--- config.mk ---
export PLATFORM = sky130hd
export DESIGN_NAME = ethtab_ctrl
export DESIGN_NICKNAME = d
export VERILOG_FILES = /design/src/rtl/ethtab_pkg.sv /design/src/rtl/ethtab_ctrl.sv
export SDC_FILE = /design/constraint.sdc
export NUM_CORES = 1
export LEC_CHECK = 0
export BUFFER_PORTS_ARGS = -buffer_cell sky130_fd_sc_hd__buf_2
export CORE_AREA = 4 4 41 43
export DETAILED_ROUTE_END_ITERATION = 8
export DIE_AREA = 0 0 45 47
export GPL_TIMING_DRIVEN = 0
export MAX_ROUTING_LAYER = met4
export PLACE_DENSITY = 0.67
export SYNTH_ARGS = -nofsm -noshare
export SYNTH_HDL_FRONTEND = slang
export SYNTH_SLANG_ARGS = --single-unit
--- constraint.sdc ---
create_clock -name i_clk -period 1.9 [get_ports i_clk]
set_input_delay 0 -clock i_clk [delete_from_list [all_inputs] [get_ports i_clk]]
set_output_delay 0 -clock i_clk [all_outputs]
set_load 0.01 [all_outputs]
--- src/rtl/ethtab_pkg.sv ---
// Shared types and constants for the epoch-tagged pair-key hash table.
// No dependencies; imported by the top level, ethtab_ctrl and ethtab_dp.
`default_nettype none

package ethtab_pkg;

    localparam int KEY_W      = 32;
    localparam int EPOCH_W    = 32;
    localparam int JOB_W      = 11;
    localparam int MOD_BITS   = 4;
    localparam int MOD_STEPS  = KEY_W / MOD_BITS;
    localparam int HASH_SHIFT = 15;

    localparam logic [KEY_W-1:0] HASH_MUL_A = 32'h9E37_79B1;
    localparam logic [KEY_W-1:0] HASH_MUL_B = 32'h85EB_CA6B;

    typedef logic [JOB_W-1:0] t_job;

    typedef enum logic [1:0] {
        FN_BEGIN  = 2'd0,
        FN_INSERT = 2'd1,
        FN_SEAL   = 2'd2,
        FN_LOOKUP = 2'd3
    } t_func;

    typedef enum logic [2:0] {
        ST_DONE     = 3'd0,
        ST_INSERTED = 3'd1,
        ST_PRESENT  = 3'd2,
        ST_FULL     = 3'd3,
        ST_FOUND    = 3'd4,
        ST_MISS     = 3'd5
    } t_status;

    typedef enum logic [1:0] {
        JS_ZERO,
        JS_SLOT,
        JS_COUNT
    } t_jsel;

    typedef enum logic [2:0] {
        S_CLEAR,
        S_IDLE,
        S_HASH,
        S_READ,
        S_CHECK
    } t_state;

    typedef struct packed {
        logic [KEY_W-1:0]   obj;
        logic [KEY_W-1:0]   owner;
        logic [EPOCH_W-1:0] epoch;
        t_job               job;
    } t_slot;

    // controller -> datapath
    typedef struct packed {
        logic    load;
        logic    begin_frame;
        logic    seal;
        logic    clr_init;
        logic    clr_step;
        logic    hash_step;
        logic    probe_rd;
        logic    probe_next;
        logic    insert;
        logic    emit;
        t_status status;
        t_jsel   jsel;
    } t_cmd;

    // datapath -> controller
    typedef struct packed {
        logic frame_open;
        logic jobs_full;
        logic epoch_max;
        logic hash_done;
        logic clr_last;
        logic slot_free;
        logic slot_match;
        logic probe_last;
    } t_stat;

endpackage

`default_nettype wire

--- src/rtl/ethtab_ctrl.sv ---
// Controller state machine: request sequencing, clearing pass, probe loop.
// Depends on ethtab_pkg.
`default_nettype none

module ethtab_ctrl (
    input  wire logic               i_clk,
    input  wire logic               i_rst_n,
    input  wire logic               start,
    input  wire logic [1:0]         i_func,
    input  wire ethtab_pkg::t_stat  i_stat,
    output ethtab_pkg::t_cmd        o_cmd,
    output logic                    busy
);

    import ethtab_pkg::*;

    t_state r_state, n_state;
    t_func  r_func;
    t_func  func_in;
    logic   accept;
    logic   is_ins;
    t_cmd   cmd;

    assign func_in = t_func'(i_func);
    assign accept  = start && (r_state == S_IDLE);
    assign is_ins  = (r_func == FN_INSERT);

    always_ff @(posedge i_clk) begin
        if (!i_rst_n) begin
            r_state <= S_CLEAR;
            r_func  <= FN_BEGIN;
        end else begin
            r_state <= n_state;
            if (accept) begin
                r_func <= func_in;
            end
        end
    end

    always_comb begin
        n_state = r_state;
        unique case (r_state)
            S_CLEAR: begin
                if (i_stat.clr_last) n_state = S_IDLE;
            end
            S_IDLE: begin
                if (accept) begin
                    unique case (func_in)
                        FN_BEGIN:  if (i_stat.epoch_max) n_state = S_CLEAR;
                        FN_INSERT: if (!i_stat.jobs_full) n_state = S_HASH;
                        FN_SEAL:   n_state = S_IDLE;
                        FN_LOOKUP: if (i_stat.frame_open) n_state = S_HASH;
                        default:   n_state = S_IDLE;
                    endcase
                end
            end
            S_HASH: begin
                if (i_stat.hash_done) n_state = S_READ;
            end
            S_READ: n_state = S_CHECK;
            S_CHECK: begin
                if (i_stat.slot_free || i_stat.slot_match || i_stat.probe_last) begin
                    n_state = S_IDLE;
                end
            end
            default: n_state = S_IDLE;
        endcase
    end

    always_comb begin
        cmd        = '0;
        cmd.status = ST_DONE;
        cmd.jsel   = JS_ZERO;
        unique case (r_state)
            S_CLEAR: cmd.clr_step = 1'b1;
            S_IDLE: begin
                if (accept) begin
                    unique case (func_in)
                        FN_BEGIN: begin
                            cmd.begin_frame = 1'b1;
                            cmd.clr_init    = i_stat.epoch_max;
                            cmd.emit        = 1'b1;
                        end
                        FN_INSERT: begin
                            if (i_stat.jobs_full) begin
                                cmd.emit   = 1'b1;
                                cmd.status = ST_FULL;
                            end else begin
                                cmd.load = 1'b1;
                            end
                        end
                        FN_SEAL: begin
                            cmd.seal = 1'b1;
                            cmd.emit = 1'b1;
                        end
                        FN_LOOKUP: begin
                            if (i_stat.frame_open) begin
                                cmd.load = 1'b1;
                            end else begin
                                cmd.emit   = 1'b1;
                                cmd.status = ST_MISS;
                            end
                        end
                        default: cmd.emit = 1'b0;
                    endcase
                end
            end
            S_HASH: cmd.hash_step = 1'b1;
            S_READ: cmd.probe_rd = 1'b1;
            S_CHECK: begin
                priority if (i_stat.slot_free) begin
                    cmd.emit = 1'b1;
                    if (is_ins) begin
                        cmd.insert = 1'b1;
                        cmd.status = ST_INSERTED;
                        cmd.jsel   = JS_COUNT;
                    end else begin
                        cmd.status = ST_MISS;
                    end
                end else if (i_stat.slot_match) begin
                    cmd.emit   = 1'b1;
                    cmd.status = is_ins ? ST_PRESENT : ST_FOUND;
                    cmd.jsel   = JS_SLOT;
                end else if (i_stat.probe_last) begin
                    cmd.emit   = 1'b1;
                    cmd.status = is_ins ? ST_FULL : ST_MISS;
                end else begin
                    cmd.probe_next = 1'b1;
                end
            end
            default: cmd.emit = 1'b0;
        endcase
    end

    assign o_cmd = cmd;
    assign busy  = (r_state != S_IDLE);

endmodule

`default_nettype wire

==> impl_metrics.py, run 1 <==
metrics = {
    "timing": {
        "setup_viol": 0,
        "worstMarginPinSlew_ns": 0.360,
        "grt_setup_unrepaired": "false",
        "max_freq_ghz": 0.653,
        "finalHoldViolCount": 0,
        "fin_tns_setup_ns": 0,
        "finalClockSkew_ns": 0.00156,
        "relSlewSlack_pct": 75.8,
        "finalMaxSlewViolations": 0,
        "finalCritPeriodShare_pct": 80.6,
        "post-route-min-period_ns": 1.53,
    },
    "critical_path": {
        "critPathRequiredTime_ns": 1.90,
        "cp-end-kind": "output port",
        "cp-start-kind": "register",
        "crit_path_max_fanout": 7,
        "crit_type": "reg2out",
        "worstPathArrival_ns": 1.53,
    },
    "floorplanning": {
        "start_util_pct": 35.5,
        "core-area_sq_um": 1300,
        "die_h_um": 47,
        "dieArea_sq_um": 2120,
        "ios": 29,
        "die_w_um": 45,
        "rows": 13,
    },
    "clocking": {
        "clk_pin_slew_ns": 0.04,
        "cts_buffers": 3,
        "cts_root_buffer": "clkbuf_4",
        "cts_resized": 0,
        "cts_tree": "yes",
        "cts-hold-fix-buffers": 0,
        "post-cts-setup-buffers": 0,
        "htreeDepth": 1,
        "cts.path.max_buffers": 2,
        "cts_sinks": 5,
        "worstSkewPairLatency_ns": 0.24,
    },
    "layout": {
        "n_antenna_cell": 0,
        "area_delta_synth_final_pct": 39.0,
        "layout.cells.non_filler": 107,
        "fin_nets": 106,
        "layout-drive-gt1-share_pct": 41.3,
    },
    "pwr": {
        "seqPwrFrac_pct": 34.4,
        "intPower_mw": 0.242,
        "p_leak_nw": 0.311,
        "combPwrFrac_pct": 31.3,
        "power.density_nw_per_um2": 538,
        "swShare_pct": 29.9,
        "power.switching_mw": 0.103,
        "clockPowerShare_pct": 34.3,
        "irDropWorstVdd_uv": 414,
    },
    "global_route": {
        "grt_usage_pct": 13.1,
        "grt_pass1_vias": 503,
        "grt_pass1_wl_mm": 1.99,
        "grt_max_degree": 11,
        "grt-ovfl-total": 0,
        "antenna_found_initial": 0,
    },
    "route": {
        "drt_iter0_markers": 1,
        "viasPerCell": 5.07,
        "routedWlPerCell_um": 11.5,
        "drtAntennaViolNets": 0,
        "firstDrtPassIters": 4,
        "drc": 0,
        "dr_total_vias": 542,
        "wirelength_mm": 1.23,
    },
    "placed_design": {
        "portBuffers": 27,
        "gp_congestion": 0.781,
        "placedCellCount": 103,
        "hpwl_mm": 1.00,
    },
    "yosys": {
        "synth_area_per_cell_sq_um": 7.57,
        "yosys.cell_types.count": 30,
        "ys_ff_latch": 5,
        "synth_top_area_cell": "dfxtp_1",
        "synth.area.top_cells": "dfxtp_1, nand3b_1, nand2_1, o21ai_0, and2_1",
        "synth_warnings": 0,
        "synth_seq_area_share_pct": 21.7,
        "synth_top_area_share_pct": 21.7,
        "synth.cell_area_sq_um": 462,
        "synthesis.nets": 74,
        "netlist_instances": 61,
    },
    "hold_path": {
        "hold_class": "in2reg",
    },
    "flow_run": {
        "cap_viol_max_count": 0,
    },
    "outcome": {
        "outcome": "finished, final reports clean",
    },
}
==> layout make-up <==
class	instances	area, sq um
fillers	143	659
multi-input cells	50	328
repair buffers	27	135
flip-flops and latches	5	100
clock buffers	4	26.3
plain buffers	3	22.5
well taps	15	18.8
inverters	3	11.3
==> worst max-delay path, cell delays in order (launching register included) <==
cell      delay (ns)
dfxtp_1         0.43
nor2b_1         0.22
nand4b_1        0.25
o22ai_1         0.24
buf_2           0.16
==> cell usage in the layout, fill, tap and decap left out, types with 2 or more instances in the layout <==
cell	count
nor3b_1	2
inv_1	3
nor2_1	4
clkbuf_4	3
buf_2	27
nand3_1	2
a21boi_0	2
and2_1	3
nand2_1	7
o21ai_0	4
dfxtp_1	5
clkbuf_1	2
nand3b_1	4
o32ai_1	2
nor2b_1	3
nor3_1	3
==> cell families (layout without fill, tap and decap cells) <==
kind of cell	after synthesis	count (layout)	share of synthesized area (%)
AO/OA/AOI/OAI	14	14	23.0
buffers and inverters	6	37	7.32
AND/OR/NAND/NOR	35	35	45.8
flip-flops	5	5	21.7
multiplexers	1	1	2.17
==> state kept, by name, summed over array words and instances (netlist names) <==
signal,cells
r_func,2
r_state,3
==> per-layer routing <==
| metal | global-route usage [%] | vias to the layer above | routed length (um) |
|---|---|---|---|
| met3 | 4.60 | 0 | 96 |
| met4 | 0 | 0 | 0 |
| met2 | 25.4 | 20 | 608 |
| met1 | 13.2 | 239 | 522 |
| met5 | - | - | 0 |
| li1 | - | 283 | - |
==> path summary, 6_finish.rpt <==
check / startpoint / to / slack, ns / cells after the start
max: r_state[0]$_SDFFE_PN0P_ / o_cmd[2] / 0.37 / 4
min: i_rst_n / r_state[2]$_SDFFE_PN0P_ / 0.04 / 2
max reg2reg: r_state[0]$_SDFFE_PN0P_ / r_state[0]$_SDFFE_PN0P_ / 0.59 / 4
min reg2reg: r_func[0]$_SDFFE_PN0N_ / r_func[0]$_SDFFE_PN0N_ / 0.46 / 2
==> cells in the mapped netlist <==
cell type  instances
nor3_1             3
dfxtp_1            5
nor3b_2            1
nand2b_1           1
nor2_1             4
a21boi_0           2
buf_6              1
a21oi_1            1
o32ai_1            2
o21ai_0            4
mux2i_1            1
a21o_2             1
inv_1              3
o22ai_1            1
nor3b_1            2
nand2b_2           1
and2_4             1
o21a_1             1
a311oi_2           1
clkbuf_1           1
nand3_1            2
o2111a_1           1
nand4b_1           1
nand3b_1           4
or2b_1             1
and2_1             3
nor3_2             1
nand2_1            7
nor2b_1            3
buf_4              1
==> through the flow <==
step | cell area, sq um | utilization [%] | hold WS [ns] | setup slack, ns | total power [mW]
after floorplan | 462 | - | 0.0362 | 0.692 | 0.187
after global placement | 616 | 47.3 | 0.293 | 0.633 | 0.227
after detailed placement | 616 | 47.3 | 0.288 | 0.611 | 0.229
after CTS | 642 | 49.3 | 0.0393 | 0.358 | 0.352
after global routing | 642 | 49.3 | 0.0540 | 0.255 | 0.370
final | 642 | 49.3 | 0.0419 | 0.369 | 0.345
==> power by group through the flow <==
stage | clock, mW | combinational [mW] | sequential (mW)
6_report | 0.118 | 0.108 | 0.119
3_5_place_dp | 0 | 0.108 | 0.120
4_1_cts | 0.125 | 0.109 | 0.118
3_3_place_gp | 0 | 0.106 | 0.120
5_1_grt | 0.130 | 0.121 | 0.119
2_1_floorplan | 0 | 0.0686 | 0.118
(Power assumes the default switching activity.)
==> run 2: changes to the inputs <==
--- a/config.mk
+++ b/config.mk
@@ -11,7 +11,7 @@
 export DIE_AREA = 0 0 45 47
 export GPL_TIMING_DRIVEN = 0
 export MAX_ROUTING_LAYER = met4
-export PLACE_DENSITY = 0.67
+export PLACE_DENSITY = 0.7
 export SYNTH_ARGS = -nofsm -noshare
 export SYNTH_HDL_FRONTEND = slang
 export SYNTH_SLANG_ARGS = --single-unit
==> constraint.sdc (replaced) <==
create_clock -name i_clk -period 1.23 [get_ports i_clk]
set_input_delay 0 -clock i_clk [delete_from_list [all_inputs] [get_ports i_clk]]
set_output_delay 0 -clock i_clk [all_outputs]
set_load 0.01 [all_outputs]
==> run 2 against run 1 <==
Against the previous run: the flow now finishes with violations (negative setup slack); clock power rose by 61%; total power up 71%; critical path depth rose by 1; via count rose by 11%; first-iteration DRC count grew to 6.0 times the previous value; setup slack lost 0.57 ns; cell area is 17% higher; critical path type unchanged; critical endpoint is now o_cmd[11]; largest cell class unchanged.
==> impl_metrics.py, run 2 (synthesis gave the netlist of run 1 again) <==
metrics = {
    "clocking": {
        "cts_buffers": 3,
        "htreeDepth": 1,
        "cts_sinks": 5,
        "clk_pin_slew_ns": 0.05,
        "cts_tree": "yes",
        "cts.path.max_buffers": 2,
        "worstSkewPairLatency_ns": 0.24,
        "cts_root_buffer": "clkbuf_4",
        "cts-hold-fix-buffers": 0,
    },
    "route": {
        "drc": 0,
        "dr_total_vias": 602,
        "wirelength_mm": 1.54,
        "viasPerCell": 5.23,
        "drt_iter0_markers": 6,
        "firstDrtPassIters": 4,
        "routedWlPerCell_um": 13.3,
        "drtAntennaViolNets": 0,
    },
    "pwr": {
        "clockPowerShare_pct": 32.2,
        "swShare_pct": 31.6,
        "seqPwrFrac_pct": 32.4,
        "p_leak_nw": 0.358,
        "intPower_mw": 0.403,
        "power.density_nw_per_um2": 783,
        "irDropWorstVdd_uv": 384,
        "combPwrFrac_pct": 35.3,
        "total_power_mw": 0.590,
        "power.switching_mw": 0.186,
    },
    "floorplanning": {
        "die_h_um": 47,
        "core-area_sq_um": 1300,
        "die_w_um": 45,
        "dieArea_sq_um": 2120,
        "ios": 29,
        "rows": 13,
        "start_util_pct": 35.5,
    },
    "layout": {
        "n_antenna_cell": 0,
        "layout_common_cells": "buf_2, buf_4, nand2_1, nand3b_1",
        "fin_nets": 114,
        "final_common_cell": "buf_2",
        "layout.cells.non_filler": 115,
        "top_register": "r_state",
        "largest_reg_flops": 3,
        "layout-drive-gt1-share_pct": 59.0,
        "top_regs": "r_state x3, r_func x2",
        "area_delta_synth_final_pct": 63.1,
    },
    "global_route": {
        "antenna_found_initial": 0,
        "grt_usage_pct": 14.8,
        "grt-ovfl-total": 0,
        "grt_pass1_wl_mm": 2.30,
        "grt_pass1_vias": 594,
        "grt_max_degree": 9,
    },
    "critical_path": {
        "crit_type": "reg2out",
        "critPathRequiredTime_ns": 1.23,
        "crit_path_cell_trace": "nor3b_4 > nand2_2 > nor3_2 > and2_1 > buf_2",
        "cp-start-kind": "register",
        "cp-end-kind": "output port",
        "cp.buffers_inverters": 1,
        "critPathSlowestCell": "dfxtp_4",
        "crit_path_max_incr_delay_ns": 0.38,
        "crit_path_max_fanout": 7,
        "crit_family": "simple AND/OR/NAND/NOR gates",
        "worstPathArrival_ns": 1.43,
    },
    "timing": {
        "finalMaxSlewViolations": 0,
        "setup_ws_ns": -0.203,
        "finalClockSkew_ns": 0.00282,
        "setup_viol": 13,
        "finalHoldViolCount": 0,
        "worstMarginPinSlew_ns": 0.480,
        "relSlewSlack_pct": 67.7,
        "hold_slack_ns": 0.0416,
        "max_freq_ghz": 0.698,
        "grt_setup_unrepaired": "true",
        "post-route-min-period_ns": 1.43,
        "finalCritPeriodShare_pct": 116,
    },
    "hold_path": {
        "hold_class": "in2reg",
    },
    "placed_design": {
        "portBuffers": 27,
        "hpwl_mm": 1.03,
        "placedCellCount": 103,
        "gp_congestion": 0.792,
    },
    "flow_run": {
        "cap_viol_max_count": 0,
    },
    "outcome": {
        "violations": "negative setup slack",
        "outcome": "finished, violations left",
    },
}
## run 2: changes by cell type in the layout (fill, tap and decap cells not counted), moves of 2 or more
cell / previous run / this run
dfxtp_2: 0 / 2
nand2_1: 7 / 5
buf_4: 1 / 10
nor2_2: 0 / 2
nor2b_1: 3 / 1
o21ai_0: 4 / 2
dfxtp_1: 5 / 2
nor2_1: 4 / 2
nand2_2: 0 / 2
## run 2: final timing paths
| path | start | to | slack, ns | cells past startpoint |
|---|---|---|---|---|
| worst min register to register | r_func[0]$_SDFFE_PN0N_ | r_func[0]$_SDFFE_PN0N_ | 0.46 | 2 |
| worst max register to register | r_state[0]$_SDFFE_PN0P_ | r_state[0]$_SDFFE_PN0P_ | -0.12 | 5 |
| worst max-delay path | r_state[0]$_SDFFE_PN0P_ | o_cmd[11] | -0.20 | 5 |
| worst min-delay path | i_rst_n | r_state[2]$_SDFFE_PN0P_ | 0.04 | 2 |
## run 2: power by group through the flow
stage	clock (mW)	combinational [mW]	sequential, mW
CTS	0.193	0.190	0.185
global route	0.209	0.229	0.193
floorplan	0	0.106	0.183
global placement	0	0.164	0.185
detailed placement	0	0.167	0.186
finish	0.190	0.208	0.191
## run 2: layout make-up
class,count,area (sq um)
well taps,15,18.8
fillers,119,548
multi-input cells,50,370
repair buffers,36,209
plain buffers,2,11.3
inverters,3,11.3
flip-flops and latches,5,106
clock buffers,4,26.3
## run 2: per-stage QoR
stage	setup slack, ns	utilization, %	TNS, ns	instance area [sq um]
floorplan	0.0216	-	0	462
global placement	-0.0346	47.3	-0.0598	616
detailed placement	-0.0565	47.3	-0.122	616
CTS	-0.161	53.5	-1.06	696
global route	-0.302	57.9	-2.46	753
finish	-0.203	57.9	-1.38	753
## run 2: metal layers
layer  track usage [%]  wire, um  vias up
li1                  -         -      295
met1              18.0       627      280
met2              24.3       816       25
met3             0.383        73        2
met4              8.77        18        0
met5                 -         0        -
## run 2: timing repair
action / CTS / global route
pin swaps: 6 / 5
setup buffers: 3 / 6
resized for setup: 10 / 9
endpoints found under the setup margin: 13 / 16
